==> config.mk <==
export PLATFORM = sky130hd
export DESIGN_NAME = sync_checksum_frame_receiver_flat
export DESIGN_NICKNAME = d
export VERILOG_FILES = /design/src/rtl/core/scfr_pkg.sv /design/src/rtl/core/scfr_ifs.sv /design/src/rtl/core/sync_checksum_frame_receiver.sv /design/src/rtl/core/scfr_ram.sv /design/src/rtl/core/scfr_queue.sv /design/src/rtl/core/scfr_front.sv /design/src/rtl/core/scfr_back.sv /design/src/flat_wrapper.sv
export VERILOG_INCLUDE_DIRS = /design/src /design/src/rtl/core
export SDC_FILE = /design/constraint.sdc
export NUM_CORES = 1
export LEC_CHECK = 0
export BUFFER_PORTS_ARGS = -buffer_cell sky130_fd_sc_hd__buf_4
export CAP_MARGIN = 25
export CORE_MARGIN = 2
export CORE_UTILIZATION = 29
export CTS_CLUSTER_DIAMETER = 150
export DETAILED_ROUTE_END_ITERATION = 8
export PLACE_DENSITY_LB_ADDON = 0.12
export SLEW_MARGIN = 20
export SYNTH_ARGS = -nofsm -noshare
export SYNTH_HDL_FRONTEND = slang
export SYNTH_SLANG_ARGS = --single-unit
==> constraint.sdc <==
create_clock -name clk -period 3.85 [get_ports clk]
set_clock_uncertainty 0.05 [all_clocks]
set_input_delay 0.385 -clock clk [delete_from_list [all_inputs] [get_ports clk]]
set_output_delay 0.385 -clock clk [all_outputs]
set_load 0.01 [all_outputs]
==> src/rtl/core/sync_checksum_frame_receiver_defines.svh <==
// ---------------------------------------------------------------------------
// Assertion macros shared by the frame receiver RTL.
// Both macros sample on clk and are disabled while rst is high.
// ---------------------------------------------------------------------------
`ifndef SYNC_CHECKSUM_FRAME_RECEIVER_DEFINES_SVH
`define SYNC_CHECKSUM_FRAME_RECEIVER_DEFINES_SVH

// condition must hold at every edge out of reset
`define SCFR_ASSERT_ALWAYS(lbl, cond, msg) \
  lbl: assert property (@(posedge clk) disable iff (rst) (cond)) else $error(msg);

// antecedent at one edge implies consequent at the next edge
`define SCFR_ASSERT_NEXT(lbl, ante, cons, msg) \
  lbl: assert property (@(posedge clk) disable iff (rst) (ante) |=> (cons)) else $error(msg);

`endif

==> src/rtl/core/scfr_pkg.sv <==
// ---------------------------------------------------------------------------
// scfr_pkg
// Shared constants and types of the sync checksum frame receiver.
// ---------------------------------------------------------------------------
`default_nettype none

package scfr_pkg;

  // default frame length in bytes
  localparam int FRAME_LEN_DEFAULT = 32;

  // field widths
  localparam int DATA_W = 8;
  localparam int IDX_W  = 5;

  // reset value of the sync register
  localparam logic [DATA_W-1:0] SYNC_RESET = 8'hFF;

  // depth of the queue between front and back
  localparam int QUEUE_DEPTH = 2;

  // classified byte handed from front to back
  typedef struct packed {
    logic [DATA_W-1:0] data;
    logic              is_sync;
  } q_item_t;

endpackage

`default_nettype wire

==> src/rtl/core/scfr_ifs.sv <==
// ---------------------------------------------------------------------------
// scfr_ifs
// Valid/ready channel interfaces: received bytes, emitted frame bytes and
// the sync register write port.
// ---------------------------------------------------------------------------
`default_nettype none

interface scfr_rx_if;
  logic       valid;
  logic       ready;
  logic [7:0] rx_byte;

  modport source (output valid, output rx_byte, input ready);
  modport sink   (input valid, input rx_byte, output ready);
endinterface

interface scfr_frame_if;
  logic       valid;
  logic       ready;
  logic [7:0] frame_byte;
  logic [4:0] byte_index;
  logic       last_byte;

  modport source (output valid, output frame_byte, output byte_index, output last_byte,
                  input ready);
  modport sink   (input valid, input frame_byte, input byte_index, input last_byte,
                  output ready);
endinterface

interface scfr_cfg_if;
  logic       valid;
  logic       ready;
  logic [7:0] sync_value;

  modport source (output valid, output sync_value, input ready);
  modport sink   (input valid, input sync_value, output ready);
endinterface

`default_nettype wire

==> src/rtl/core/sync_checksum_frame_receiver.sv <==
// ---------------------------------------------------------------------------
// sync_checksum_frame_receiver
// Sync-byte framed receiver with an 8-bit additive checksum.
// ---------------------------------------------------------------------------
// Channels: rx takes one received byte per item, frame gives one verified
// frame byte per item with its position and a last flag, cfg writes the sync
// value (always ready, write only while the block is idle).
// Bytes pass a two-entry queue; the back takes one per cycle while it waits.
// Bytes before a sync byte are dropped. When the FRAME_LEN-th byte is stored,
// a scan reads positions 1 onward from the frame store RAM, summing and
// looking for a sync byte. On a match the frame leaves at one byte per cycle
// while the frame sink is ready, through the RAM read register and the output
// register. On a mismatch the tail from the first sync byte is copied to the
// front, one byte per cycle through the single RAM read port; with no sync
// byte found the store is emptied.
// A stalled frame sink holds the output register and the pending RAM read;
// bytes keep filling the queue until it is full, then rx.ready drops.
// Reset empties the store and queue and sets the sync value to 0xFF; the
// store contents need no clearing pass.
// ---------------------------------------------------------------------------
`default_nettype none

module sync_checksum_frame_receiver #(
  parameter int FRAME_LEN = scfr_pkg::FRAME_LEN_DEFAULT
) (
  input  wire logic    clk,
  input  wire logic    rst,
  scfr_cfg_if.sink     cfg,
  scfr_rx_if.sink      rx,
  scfr_frame_if.source frame
);

  logic              q_valid;
  logic              q_ready;
  scfr_pkg::q_item_t q_item;
  logic [7:0]        sync_value;

  // byte intake and classification
  scfr_front u_front (
    .clk        (clk),
    .rst        (rst),
    .cfg        (cfg),
    .rx         (rx),
    .sync_value (sync_value),
    .q_valid    (q_valid),
    .q_ready    (q_ready),
    .q_item     (q_item)
  );

  // frame store and sequencer
  scfr_back #(
    .FRAME_LEN (FRAME_LEN)
  ) u_back (
    .clk        (clk),
    .rst        (rst),
    .sync_value (sync_value),
    .q_valid    (q_valid),
    .q_ready    (q_ready),
    .q_item     (q_item),
    .frame      (frame)
  );

endmodule

`default_nettype wire

==> src/rtl/core/scfr_ram.sv <==
// ---------------------------------------------------------------------------
// scfr_ram
// Generic simple dual-port RAM, one write and one registered read port.
// ---------------------------------------------------------------------------
`default_nettype none

module scfr_ram #(
  parameter int WIDTH = 8,
  parameter int DEPTH = 32,
  localparam int AW   = (DEPTH > 1) ? $clog2(DEPTH) : 1
) (
  input  wire logic             clk,
  input  wire logic             we,
  input  wire logic [AW-1:0]    waddr,
  input  wire logic [WIDTH-1:0] wdata,
  input  wire logic             re,
  input  wire logic [AW-1:0]    raddr,
  output logic      [WIDTH-1:0] rdata
);

  logic [WIDTH-1:0] mem [DEPTH];

  // write port
  always_ff @(posedge clk) begin
    if (we) begin
      mem[waddr] <= wdata;
    end
  end

  // read port, data holds while re is low
  always_ff @(posedge clk) begin
    if (re) begin
      rdata <= mem[raddr];
    end
  end

endmodule

`default_nettype wire

==> src/rtl/core/scfr_queue.sv <==
// ---------------------------------------------------------------------------
// scfr_queue
// Short FIFO of classified bytes between the front and the back.
// ---------------------------------------------------------------------------
`default_nettype none

module scfr_queue (
  input  wire logic              clk,
  input  wire logic              rst,
  input  wire logic              in_valid,
  output logic                   in_ready,
  input  wire scfr_pkg::q_item_t in_item,
  output logic                   out_valid,
  input  wire logic              out_ready,
  output scfr_pkg::q_item_t      out_item
);

  localparam int DEPTH = scfr_pkg::QUEUE_DEPTH;
  localparam int PTR_W = (DEPTH > 1) ? $clog2(DEPTH) : 1;
  localparam int CNT_W = $clog2(DEPTH + 1);

  scfr_pkg::q_item_t mem [DEPTH];
  logic [PTR_W-1:0]  wr_ptr;
  logic [PTR_W-1:0]  rd_ptr;
  logic [CNT_W-1:0]  count;
  logic              push;
  logic              pop;

  assign in_ready  = (count != CNT_W'(DEPTH));
  assign out_valid = (count != '0);
  assign out_item  = mem[rd_ptr];
  assign push      = in_valid && in_ready;
  assign pop       = out_valid && out_ready;

  // entry storage
  always_ff @(posedge clk) begin
    if (push) begin
      mem[wr_ptr] <= in_item;
    end
  end

  // pointers and fill level
  always_ff @(posedge clk) begin
    if (rst) begin
      wr_ptr <= '0;
      rd_ptr <= '0;
      count  <= '0;
    end else begin
      if (push) begin
        wr_ptr <= (wr_ptr == PTR_W'(DEPTH - 1)) ? '0 : wr_ptr + PTR_W'(1);
      end
      if (pop) begin
        rd_ptr <= (rd_ptr == PTR_W'(DEPTH - 1)) ? '0 : rd_ptr + PTR_W'(1);
      end
      if (push && !pop) begin
        count <= count + CNT_W'(1);
      end else if (pop && !push) begin
        count <= count - CNT_W'(1);
      end
    end
  end

endmodule

`default_nettype wire

==> src/rtl/core/scfr_front.sv <==
// ---------------------------------------------------------------------------
// scfr_front
// Holds the sync register, accepts received bytes, tags sync bytes and
// queues them for the back.
// ---------------------------------------------------------------------------
`default_nettype none

module scfr_front (
  input  wire logic         clk,
  input  wire logic         rst,
  scfr_cfg_if.sink          cfg,
  scfr_rx_if.sink           rx,
  output logic [7:0]        sync_value,
  output logic              q_valid,
  input  wire logic         q_ready,
  output scfr_pkg::q_item_t q_item
);

  scfr_pkg::q_item_t in_item;
  logic              in_ready;

  // sync register, always writable
  assign cfg.ready = 1'b1;

  always_ff @(posedge clk) begin
    if (rst) begin
      sync_value <= scfr_pkg::SYNC_RESET;
    end else if (cfg.valid) begin
      sync_value <= cfg.sync_value;
    end
  end

  // classify on entry
  assign in_item.data    = rx.rx_byte;
  assign in_item.is_sync = (rx.rx_byte == sync_value);
  assign rx.ready        = in_ready;

  scfr_queue u_queue (
    .clk       (clk),
    .rst       (rst),
    .in_valid  (rx.valid),
    .in_ready  (in_ready),
    .in_item   (in_item),
    .out_valid (q_valid),
    .out_ready (q_ready),
    .out_item  (q_item)
  );

endmodule

`default_nettype wire

==> src/rtl/core/scfr_back.sv <==
// ---------------------------------------------------------------------------
// scfr_back
// Frame store and sequencer: appends bytes, runs the checksum and sync scan,
// shifts a partial frame down, and emits verified frames.
// ---------------------------------------------------------------------------
`default_nettype none

module scfr_back #(
  parameter int FRAME_LEN = scfr_pkg::FRAME_LEN_DEFAULT
) (
  input  wire logic              clk,
  input  wire logic              rst,
  input  wire logic [7:0]        sync_value,
  input  wire logic              q_valid,
  output logic                   q_ready,
  input  wire scfr_pkg::q_item_t q_item,
  scfr_frame_if.source           frame
);

`include "sync_checksum_frame_receiver_defines.svh"

  localparam int AW = $clog2(FRAME_LEN);
  localparam int CW = $clog2(FRAME_LEN + 1);
  localparam logic [CW-1:0] LEN  = CW'(FRAME_LEN);
  localparam logic [CW-1:0] LAST = CW'(FRAME_LEN - 1);
  localparam logic [CW-1:0] ONE  = CW'(1);

  typedef enum logic [3:0] {
    S_IDLE = 4'b0001,
    S_SCAN = 4'b0010,
    S_COPY = 4'b0100,
    S_EMIT = 4'b1000
  } state_t;

  state_t        state;
  state_t        state_next;
  logic [CW-1:0] fill;
  logic [CW-1:0] ptr;
  logic [CW-1:0] dst;
  logic [CW-1:0] rd_idx;
  logic          rd_valid;
  logic [7:0]    sum;
  logic [7:0]    byte1;
  logic          found;
  logic [CW-1:0] sync_pos;
  logic          out_valid;
  logic [7:0]    out_byte;
  logic [4:0]    out_idx;
  logic          out_last;

  logic          take;
  logic          keep_byte;
  logic          issue;
  logic          load;
  logic          consumed;
  logic          hit;
  logic [7:0]    sum_fin;
  logic          found_fin;
  logic [CW-1:0] pos_fin;
  logic          rd_last;
  logic [CW+7:0] idx_wide;

  logic          ram_we;
  logic [AW-1:0] ram_waddr;
  logic [7:0]    ram_wdata;
  logic [7:0]    ram_rdata;

  // input side: one byte per cycle while idle
  assign q_ready   = (state == S_IDLE);
  assign take      = q_valid && q_ready;
  assign keep_byte = take && ((fill != '0) || q_item.is_sync);

  // read pipeline; in EMIT the read data waits until the output slot frees
  assign load     = (state == S_EMIT) && rd_valid && (!out_valid || frame.ready);
  assign consumed = rd_valid && ((state == S_SCAN) || (state == S_COPY) || load);
  assign rd_last  = (rd_idx == LAST);

  always_comb begin
    unique case (state)
      S_IDLE:         issue = 1'b0;
      S_SCAN, S_COPY: issue = (ptr < LEN);
      S_EMIT:         issue = (ptr < LEN) && (!rd_valid || load);
      default:        issue = 1'b0;
    endcase
  end

  // scan results including the byte arriving this cycle
  assign hit       = (ram_rdata == sync_value);
  assign sum_fin   = sum + ram_rdata;
  assign found_fin = found || hit;
  assign pos_fin   = found ? sync_pos : rd_idx;

  // store write port: appended bytes or shifted tail
  always_comb begin
    ram_we    = 1'b0;
    ram_waddr = fill[AW-1:0];
    ram_wdata = q_item.data;
    if (state == S_IDLE) begin
      ram_we = keep_byte;
    end else if (state == S_COPY) begin
      ram_we    = rd_valid;
      ram_waddr = dst[AW-1:0];
      ram_wdata = ram_rdata;
    end
  end

  scfr_ram #(
    .WIDTH (8),
    .DEPTH (FRAME_LEN)
  ) u_store (
    .clk   (clk),
    .we    (ram_we),
    .waddr (ram_waddr),
    .wdata (ram_wdata),
    .re    (issue),
    .raddr (ptr[AW-1:0]),
    .rdata (ram_rdata)
  );

  // sequencer
  always_comb begin
    state_next = state;
    unique case (state)
      S_IDLE: begin
        if (keep_byte && (fill == LAST)) begin
          state_next = S_SCAN;
        end
      end
      S_SCAN: begin
        if (rd_valid && rd_last) begin
          if (sum_fin == byte1) begin
            state_next = S_EMIT;
          end else if (found_fin) begin
            state_next = S_COPY;
          end else begin
            state_next = S_IDLE;
          end
        end
      end
      S_COPY: begin
        if (rd_valid && rd_last) begin
          state_next = S_IDLE;
        end
      end
      S_EMIT: begin
        if (load && rd_last) begin
          state_next = S_IDLE;
        end
      end
      default: state_next = S_IDLE;
    endcase
  end

  // position masked to the index field
  assign idx_wide = {8'd0, rd_idx};

  always_ff @(posedge clk) begin
    if (rst) begin
      state     <= S_IDLE;
      fill      <= '0;
      rd_valid  <= 1'b0;
      out_valid <= 1'b0;
    end else begin
      state <= state_next;

      // read issue and tracking
      if (issue) begin
        ptr    <= ptr + ONE;
        rd_idx <= ptr;
      end
      if (issue) begin
        rd_valid <= 1'b1;
      end else if (consumed) begin
        rd_valid <= 1'b0;
      end

      // output register
      if (load) begin
        out_valid <= 1'b1;
        out_byte  <= ram_rdata;
        out_idx   <= idx_wide[4:0];
        out_last  <= rd_last;
      end else if (frame.ready) begin
        out_valid <= 1'b0;
      end

      unique case (state)
        S_IDLE: begin
          if (keep_byte) begin
            fill <= fill + ONE;
            if (fill == LAST) begin
              ptr   <= ONE;
              sum   <= '0;
              found <= 1'b0;
            end
          end
        end
        S_SCAN: begin
          if (rd_valid) begin
            if (rd_idx == ONE) begin
              byte1 <= ram_rdata;
            end else begin
              sum <= sum_fin;
            end
            if (hit && !found) begin
              found    <= 1'b1;
              sync_pos <= rd_idx;
            end
            if (rd_last) begin
              if (sum_fin == byte1) begin
                fill <= '0;
                ptr  <= '0;
              end else if (found_fin) begin
                fill <= LEN - pos_fin;
                ptr  <= pos_fin;
                dst  <= '0;
              end else begin
                fill <= '0;
              end
            end
          end
        end
        S_COPY: begin
          if (rd_valid) begin
            dst <= dst + ONE;
          end
        end
        S_EMIT: begin
        end
        default: begin
        end
      endcase
    end
  end

  assign frame.valid      = out_valid;
  assign frame.frame_byte = out_byte;
  assign frame.byte_index = out_idx;
  assign frame.last_byte  = out_last;

  // a partial frame never reaches the full length while waiting for bytes
  `SCFR_ASSERT_ALWAYS(a_fill_bound, (state != S_IDLE) || (fill < LEN), "fill count overflow")

  // the shift writes strictly below the position it reads
  `SCFR_ASSERT_ALWAYS(a_copy_order, (state != S_COPY) || !rd_valid || (dst < rd_idx),
    "copy destination overtook source")

  // a fetched frame byte waits intact while the output slot is busy
  `SCFR_ASSERT_NEXT(a_emit_hold, (state == S_EMIT) && rd_valid && !load,
    rd_valid && $stable(rd_idx) && $stable(ram_rdata), "pending frame byte lost")

endmodule

`default_nettype wire
==> src/flat_wrapper.sv <==
// flat-port wrapper written by rule: the top's interface ports become plain ports
module sync_checksum_frame_receiver_flat 
#(
  parameter int FRAME_LEN = scfr_pkg::FRAME_LEN_DEFAULT
)
  (clk, rst, cfg_valid, cfg_sync_value, cfg_ready, rx_valid, rx_rx_byte, rx_ready, frame_valid, frame_frame_byte, frame_byte_index, frame_last_byte, frame_ready);
  scfr_cfg_if cfg_i ();
  scfr_rx_if rx_i ();
  scfr_frame_if frame_i ();
  input  wire logic clk;
  input  wire logic rst;
  input wire logic [$bits(cfg_i.valid)-1:0] cfg_valid;
  input wire logic [$bits(cfg_i.sync_value)-1:0] cfg_sync_value;
  output wire logic [$bits(cfg_i.ready)-1:0] cfg_ready;
  input wire logic [$bits(rx_i.valid)-1:0] rx_valid;
  input wire logic [$bits(rx_i.rx_byte)-1:0] rx_rx_byte;
  output wire logic [$bits(rx_i.ready)-1:0] rx_ready;
  output wire logic [$bits(frame_i.valid)-1:0] frame_valid;
  output wire logic [$bits(frame_i.frame_byte)-1:0] frame_frame_byte;
  output wire logic [$bits(frame_i.byte_index)-1:0] frame_byte_index;
  output wire logic [$bits(frame_i.last_byte)-1:0] frame_last_byte;
  input wire logic [$bits(frame_i.ready)-1:0] frame_ready;
  assign cfg_i.valid = cfg_valid;
  assign cfg_i.sync_value = cfg_sync_value;
  assign cfg_ready = cfg_i.ready;
  assign rx_i.valid = rx_valid;
  assign rx_i.rx_byte = rx_rx_byte;
  assign rx_ready = rx_i.ready;
  assign frame_valid = frame_i.valid;
  assign frame_frame_byte = frame_i.frame_byte;
  assign frame_byte_index = frame_i.byte_index;
  assign frame_last_byte = frame_i.last_byte;
  assign frame_i.ready = frame_ready;
  sync_checksum_frame_receiver #(.FRAME_LEN(FRAME_LEN)) u_core (.clk(clk), .rst(rst), .cfg(cfg_i), .rx(rx_i), .frame(frame_i));
endmodule
==> results_tabular.tex <==
\begin{tabular}{lr}
\hline
Metric & Value \\
\hline
\multicolumn{2}{l}{\textbf{Outcome}} \\
\quad Outcome & finished clean \\
\multicolumn{2}{l}{\textbf{Critical path}} \\
\quad Data required, critical path & 4.08 ns \\
\quad Worst path buffer plus inverter count & 1 \\
\quad Cell type group with the largest total delay on the critical path & compound AO/OA/AOI/OAI gates \\
\quad Slowest-stage cell, CP & sky130\_fd\_sc\_hd\_\_fa\_1 \\
\quad Startpoint class of the critical path & flop \\
\quad Endpoint kind of the worst setup timing path & flop \\
\quad Critical setup path kind & flop to flop \\
\quad Critical Path Fanout Max & 5 \\
\quad Critical Path, Cell by Cell & ha\_1 > fa\_1 > a21o\_1 > a21oi\_1 > xnor3\_1 > nand4b\_1 > o31ai\_1 > a211oi\_1 > buf\_4 \\
\quad Data arrival, critical path & 3.29 ns \\
\quad Crit-path max cell delay & 0.50 ns \\
\multicolumn{2}{l}{\textbf{STA}} \\
\quad Fmax achieved & 327 MHz \\
\quad Setup-failing EPs final & 0 \\
\quad Setup TNS Final & 0 ns \\
\quad Slew at the pin closest to its max-slew limit & 0.851 ns \\
\quad Final number of hold-violating endpoints & 0 \\
\quad Final slew viol count & 0 \\
\quad Final clock period utilization by the worst path & 79.5\% \\
\quad Final-layout worst hold slack & 0.115 ns \\
\quad RSZ-0062 raised after global routing & no \\
\quad Max transition margin & 42.8\% \\
\quad Final critical-path required period & 3.06 ns \\
\multicolumn{2}{l}{\textbf{Clock network}} \\
\quad Clock Pin Slew Worst Setup and Hold Paths & around 0.060 ns \\
\quad Clock latency on the worst-skew pair & 0.57 ns \\
\quad Number of buffers on the longest clock path & 3 \\
\quad TritonCTS Buffers & 43 \\
\quad Max H-tree Level & 2 \\
\quad CTS tree & done \\
\quad Root Buffer & sky130\_fd\_sc\_hd\_\_clkbuf\_16 \\
\quad PostCTS Resize Cnt & 0 \\
\quad Sink count of the clock tree & approximately 360 \\
\multicolumn{2}{l}{\textbf{Hold path}} \\
\quad HP Class & input pin to flop \\
\multicolumn{2}{l}{\textbf{Die}} \\
\quad Initial standard-cell utilization of the core & 29.3\% \\
\quad Ports placed on the boundary & 38 \\
\quad Number of rows created at floorplan & 84 \\
\quad Std-Cell Core Area & $\sim$52000 um\^{}2 \\
\quad Die footprint & 54800 um\^{}2 \\
\quad Height of the chip & 234 um \\
\quad Chip width & between 200 and 250 um \\
\multicolumn{2}{l}{\textbf{Layout}} \\
\quad Area growth, synth to finish & 19.9\% \\
\quad Filler cells & 4945 \\
\quad Share of cells above drive strength 1 & 27.0\% \\
\quad \# diodes & 0 \\
\quad Final Net Count & 1031 \\
\multicolumn{2}{l}{\textbf{Drt}} \\
\quad Detailed-router iteration count before antenna repair & 7 \\
\quad Routed wire length per instance & $\sim$22 um \\
\quad Antenna Violating Nets Remaining & 0 \\
\quad Number of vias per cell & roughly 4.8 \\
\quad Final routed wirelength across all metal layers & 38.4 mm \\
\quad Initial DRC Count & 599 \\
\quad Overall via count from detail\_route & 8165 \\
\quad Total DRC errors in the routed layout & 0 \\
\multicolumn{2}{l}{\textbf{GRT}} \\
\quad Via count of the first global-routing pass & 8310 \\
\quad Met2 GRT Util & a little under a quarter \\
\quad Total routing usage reported by global routing & $\sim$14\% \\
\quad Met3 track demand over resource in global routing & 2.74\% \\
\quad Most used routing layer & met2 \\
\quad Number of antenna violations at the first check in global routing & 1 \\
\quad Total grt overflow & 0 \\
\quad Pin count of the biggest net entering global routing & 41 \\
\quad First-pass GRT wire length & 57.0 mm \\
\quad Global-route met1 utilization & 20.4\% \\
\multicolumn{2}{l}{\textbf{Logic synthesis}} \\
\quad Area share of the leading cell type in the synthesized netlist & 65.7\% \\
\quad Cell taking the most area after synthesis & sky130\_fd\_sc\_hd\_\_edfxtp\_1 \\
\quad Cell area after technology mapping & 15300 um\^{}2 \\
\quad Average cell area after synthesis & 17.5 um\^{}2 \\
\quad Proportion of synthesized chip area in sequential cells & 69.0\% \\
\quad Post-synthesis cell type count & 73 \\
\quad Proportion of register bits with asynchronous set or reset after synthesis & 0\% \\
\quad Number of flops mapped to enable cells by yosys & 336 \\
\quad Post-Syn Nets & 914 \\
\quad Flip-flop and latch count after synthesis & around 360 \\
\quad Top flip-flop cell by instance count after synthesis & sky130\_fd\_sc\_hd\_\_edfxtp\_1 \\
\quad Synth Warn \# & 0 \\
\quad Synth area leaders & sky130\_fd\_sc\_hd\_\_edfxtp\_1 (66\%), sky130\_fd\_sc\_hd\_\_mux4\_2 (12\%), sky130\_fd\_sc\_hd\_\_dfxtp\_1 (3.3\%) \\
\quad Number of instances in the synthesized netlist & 879 \\
\multicolumn{2}{l}{\textbf{Run}} \\
\quad Count of max-cap constraint violations & 0 \\
\multicolumn{2}{l}{\textbf{Power}} \\
\quad Pwr per Cell Area & roughly 540 nW/um\^{}2 \\
\quad Static leakage power & 6.01 nW \\
\quad Maximum VDD drop & 0.282 mV \\
\multicolumn{2}{l}{\textbf{Place}} \\
\quad Final weighted congestion in routability-driven placement & 0.760 \\
\quad Detailed placer's ending HPWL & between 20 and 30 mm \\
\quad Count of input and output buffers & 36 \\
\hline
\end{tabular}
[path summary, 6_finish.rpt]
path,slack (ns),depth (start not counted),to,from
worst max-delay path,0.79,9,u_core.u_back.dst[0],u_core.u_back.u_store.rdata[0]
worst min-delay path,0.11,3,u_core.u_front.sync_value[7],cfg_valid
worst max register to register,0.79,9,u_core.u_back.dst[0],u_core.u_back.u_store.rdata[0]
worst min register to register,0.42,0,u_core.u_back.sync_pos[5],u_core.u_back.rd_idx[5]
[cell type report]
cell class / count / area [um^2] / area share, %
inverter: 10 / 37.5 / 0.204
sequential: 361 / 10600 / 57.6
clock inverter: 25 / 295 / 1.60
clock buffer: 54 / 1140 / 6.19
multi-input combinational: 469 / 4560 / 24.8
timing repair buffer: 111 / 923 / 5.02
tap: 688 / 861 / 4.68
[cells in the final DEF (no fill, tap or decap), types with 3 or more instances in the layout]
master / netlist / layout
sky130_fd_sc_hd__edfxtp_1: 336 / 336
sky130_fd_sc_hd__buf_4: 1 / 91
sky130_fd_sc_hd__mux4_2: 80 / 80
sky130_fd_sc_hd__nor2_1: 70 / 70
sky130_fd_sc_hd__nand2_1: 52 / 52
sky130_fd_sc_hd__clkbuf_16: 0 / 44
sky130_fd_sc_hd__mux2i_1: 25 / 25
sky130_fd_sc_hd__dfxtp_1: 25 / 25
sky130_fd_sc_hd__xnor2_1: 23 / 23
sky130_fd_sc_hd__a21oi_1: 18 / 18
sky130_fd_sc_hd__xor2_1: 17 / 17
sky130_fd_sc_hd__nand3_1: 16 / 16
sky130_fd_sc_hd__dlygate4sd3_1: 0 / 16
sky130_fd_sc_hd__ha_1: 13 / 13
sky130_fd_sc_hd__nor3_1: 12 / 12
sky130_fd_sc_hd__mux2_2: 11 / 11
sky130_fd_sc_hd__clkbuf_1: 17 / 10
sky130_fd_sc_hd__o21ai_0: 16 / 9
sky130_fd_sc_hd__clkinv_1: 0 / 9
sky130_fd_sc_hd__nand2b_1: 8 / 8
sky130_fd_sc_hd__inv_1: 8 / 8
sky130_fd_sc_hd__o32ai_1: 8 / 8
sky130_fd_sc_hd__o21ai_2: 0 / 8
sky130_fd_sc_hd__and2_1: 6 / 6
sky130_fd_sc_hd__bufinv_16: 0 / 6
sky130_fd_sc_hd__nand3b_1: 5 / 5
sky130_fd_sc_hd__nand4_1: 5 / 5
sky130_fd_sc_hd__o21ai_1: 6 / 5
sky130_fd_sc_hd__o31ai_1: 5 / 5
sky130_fd_sc_hd__a21o_1: 4 / 4
sky130_fd_sc_hd__a211oi_1: 4 / 4
sky130_fd_sc_hd__o211ai_1: 4 / 4
sky130_fd_sc_hd__nor3b_1: 4 / 4
sky130_fd_sc_hd__clkinv_2: 0 / 4
sky130_fd_sc_hd__buf_12: 0 / 4
sky130_fd_sc_hd__o32ai_2: 3 / 3
sky130_fd_sc_hd__a22o_1: 3 / 3
[per-stage QoR]
stage	setup WS, ns	area (um^2)	power (mW)	utilization (%)	instances
finish	0.789	18400	9.91	35.1	1718
global route	0.517	18400	10.3	35.1	1718
CTS	0.722	18400	10.1	35.1	1718
detailed placement	0.745	16800	5.89	32.0	1623
global placement	0.726	16800	5.88	32.0	1623
floorplan	0.893	15300	5.39	-	879
[cells in the mapped netlist, types with 3 or more instances]
master                     count
sky130_fd_sc_hd__edfxtp_1    336
sky130_fd_sc_hd__mux4_2       80
sky130_fd_sc_hd__nor2_1       70
sky130_fd_sc_hd__nand2_1      52
sky130_fd_sc_hd__dfxtp_1      25
sky130_fd_sc_hd__mux2i_1      25
sky130_fd_sc_hd__xnor2_1      23
sky130_fd_sc_hd__a21oi_1      18
sky130_fd_sc_hd__clkbuf_1     17
sky130_fd_sc_hd__xor2_1       17
sky130_fd_sc_hd__nand3_1      16
sky130_fd_sc_hd__o21ai_0      16
sky130_fd_sc_hd__buf_2        14
sky130_fd_sc_hd__ha_1         13
sky130_fd_sc_hd__nor3_1       12
sky130_fd_sc_hd__mux2_2       11
sky130_fd_sc_hd__inv_1         8
sky130_fd_sc_hd__nand2b_1      8
sky130_fd_sc_hd__o32ai_1       8
sky130_fd_sc_hd__and2_1        6
sky130_fd_sc_hd__o21ai_1       6
sky130_fd_sc_hd__buf_6         5
sky130_fd_sc_hd__nand3b_1      5
sky130_fd_sc_hd__nand4_1       5
sky130_fd_sc_hd__o31ai_1       5
sky130_fd_sc_hd__a211oi_1      4
sky130_fd_sc_hd__a21o_1        4
sky130_fd_sc_hd__nor3b_1       4
sky130_fd_sc_hd__o211ai_1      4
sky130_fd_sc_hd__a22o_1        3
sky130_fd_sc_hd__o32ai_2       3
[per-layer routing]
metal,part of all wire [%],vias to the layer above
met5,0,-
met4,1.9,0
met3,3.6,59
met2,47,152
met1,47,4206
li1,-,3748
[registers in the layout, summed over array words and instances (netlist names), named ones only]
signal	count
u_core.u_back.ptr	6
u_core.u_back.u_store.mem	256
u_core.u_front.u_queue.rd_ptr	1
u_core.u_back.rd_valid	1
u_core.u_front.u_queue.wr_ptr	1
u_core.u_back.frame.valid	1
u_core.u_back.byte1	8
u_core.u_back.dst	5
u_core.u_back.sum	8
u_core.u_back.sync_pos	6
u_core.u_front.u_queue.count	2
u_core.u_back.frame.frame_byte	8
u_core.u_back.state	4
u_core.u_back.u_store.rdata	8
u_core.u_back.frame.last_byte	1
u_core.u_back.fill	6
u_core.u_back.rd_idx	6
u_core.u_back.frame.byte_index	5
u_core.u_front.sync_value	8
u_core.u_front.u_queue.mem	18
u_core.u_back.found	1
[timing repair]
action,4_1_cts,5_1_grt
buffers inserted,0,0
hold endpoints to repair,24,0
hold buffers,16,0
[cells by family after synthesis]
| kind of cell | Yosys count | share of synthesized area, % |
|---|---|---|
| muxes | 117 | 14.3 |
| AOI/OAI and AO/OA | 92 | 4.37 |
| adders and majority gates | 14 | 1.19 |
| other | 1 | 0.0244 |
| buffers and inverters | 49 | 1.58 |
| xor gates and xnor gates | 45 | 2.99 |
| DFF | 361 | 69.0 |
| and+or+nand+nor | 200 | 6.58 |
[report_power, final]
part / switching (mW) / total [mW] / internal, mW / leakage [nW]
clock: 1.62 / 4.12 / 2.51 / 0.694
sequential: 0.0658 / 4.72 / 4.65 / 3.23
combinational: 0.713 / 1.07 / 0.353 / 2.08
total: 2.40 / 9.91 / 7.51 / 6.01
[tightest hold or removal path: cells and delay by family]
kind | cells | cell delay, ns
buf+inv | 1 | 0.17
mux | 1 | 0.09
simple gates | 1 | 0.05
Power figures use the tool's default switching activity.
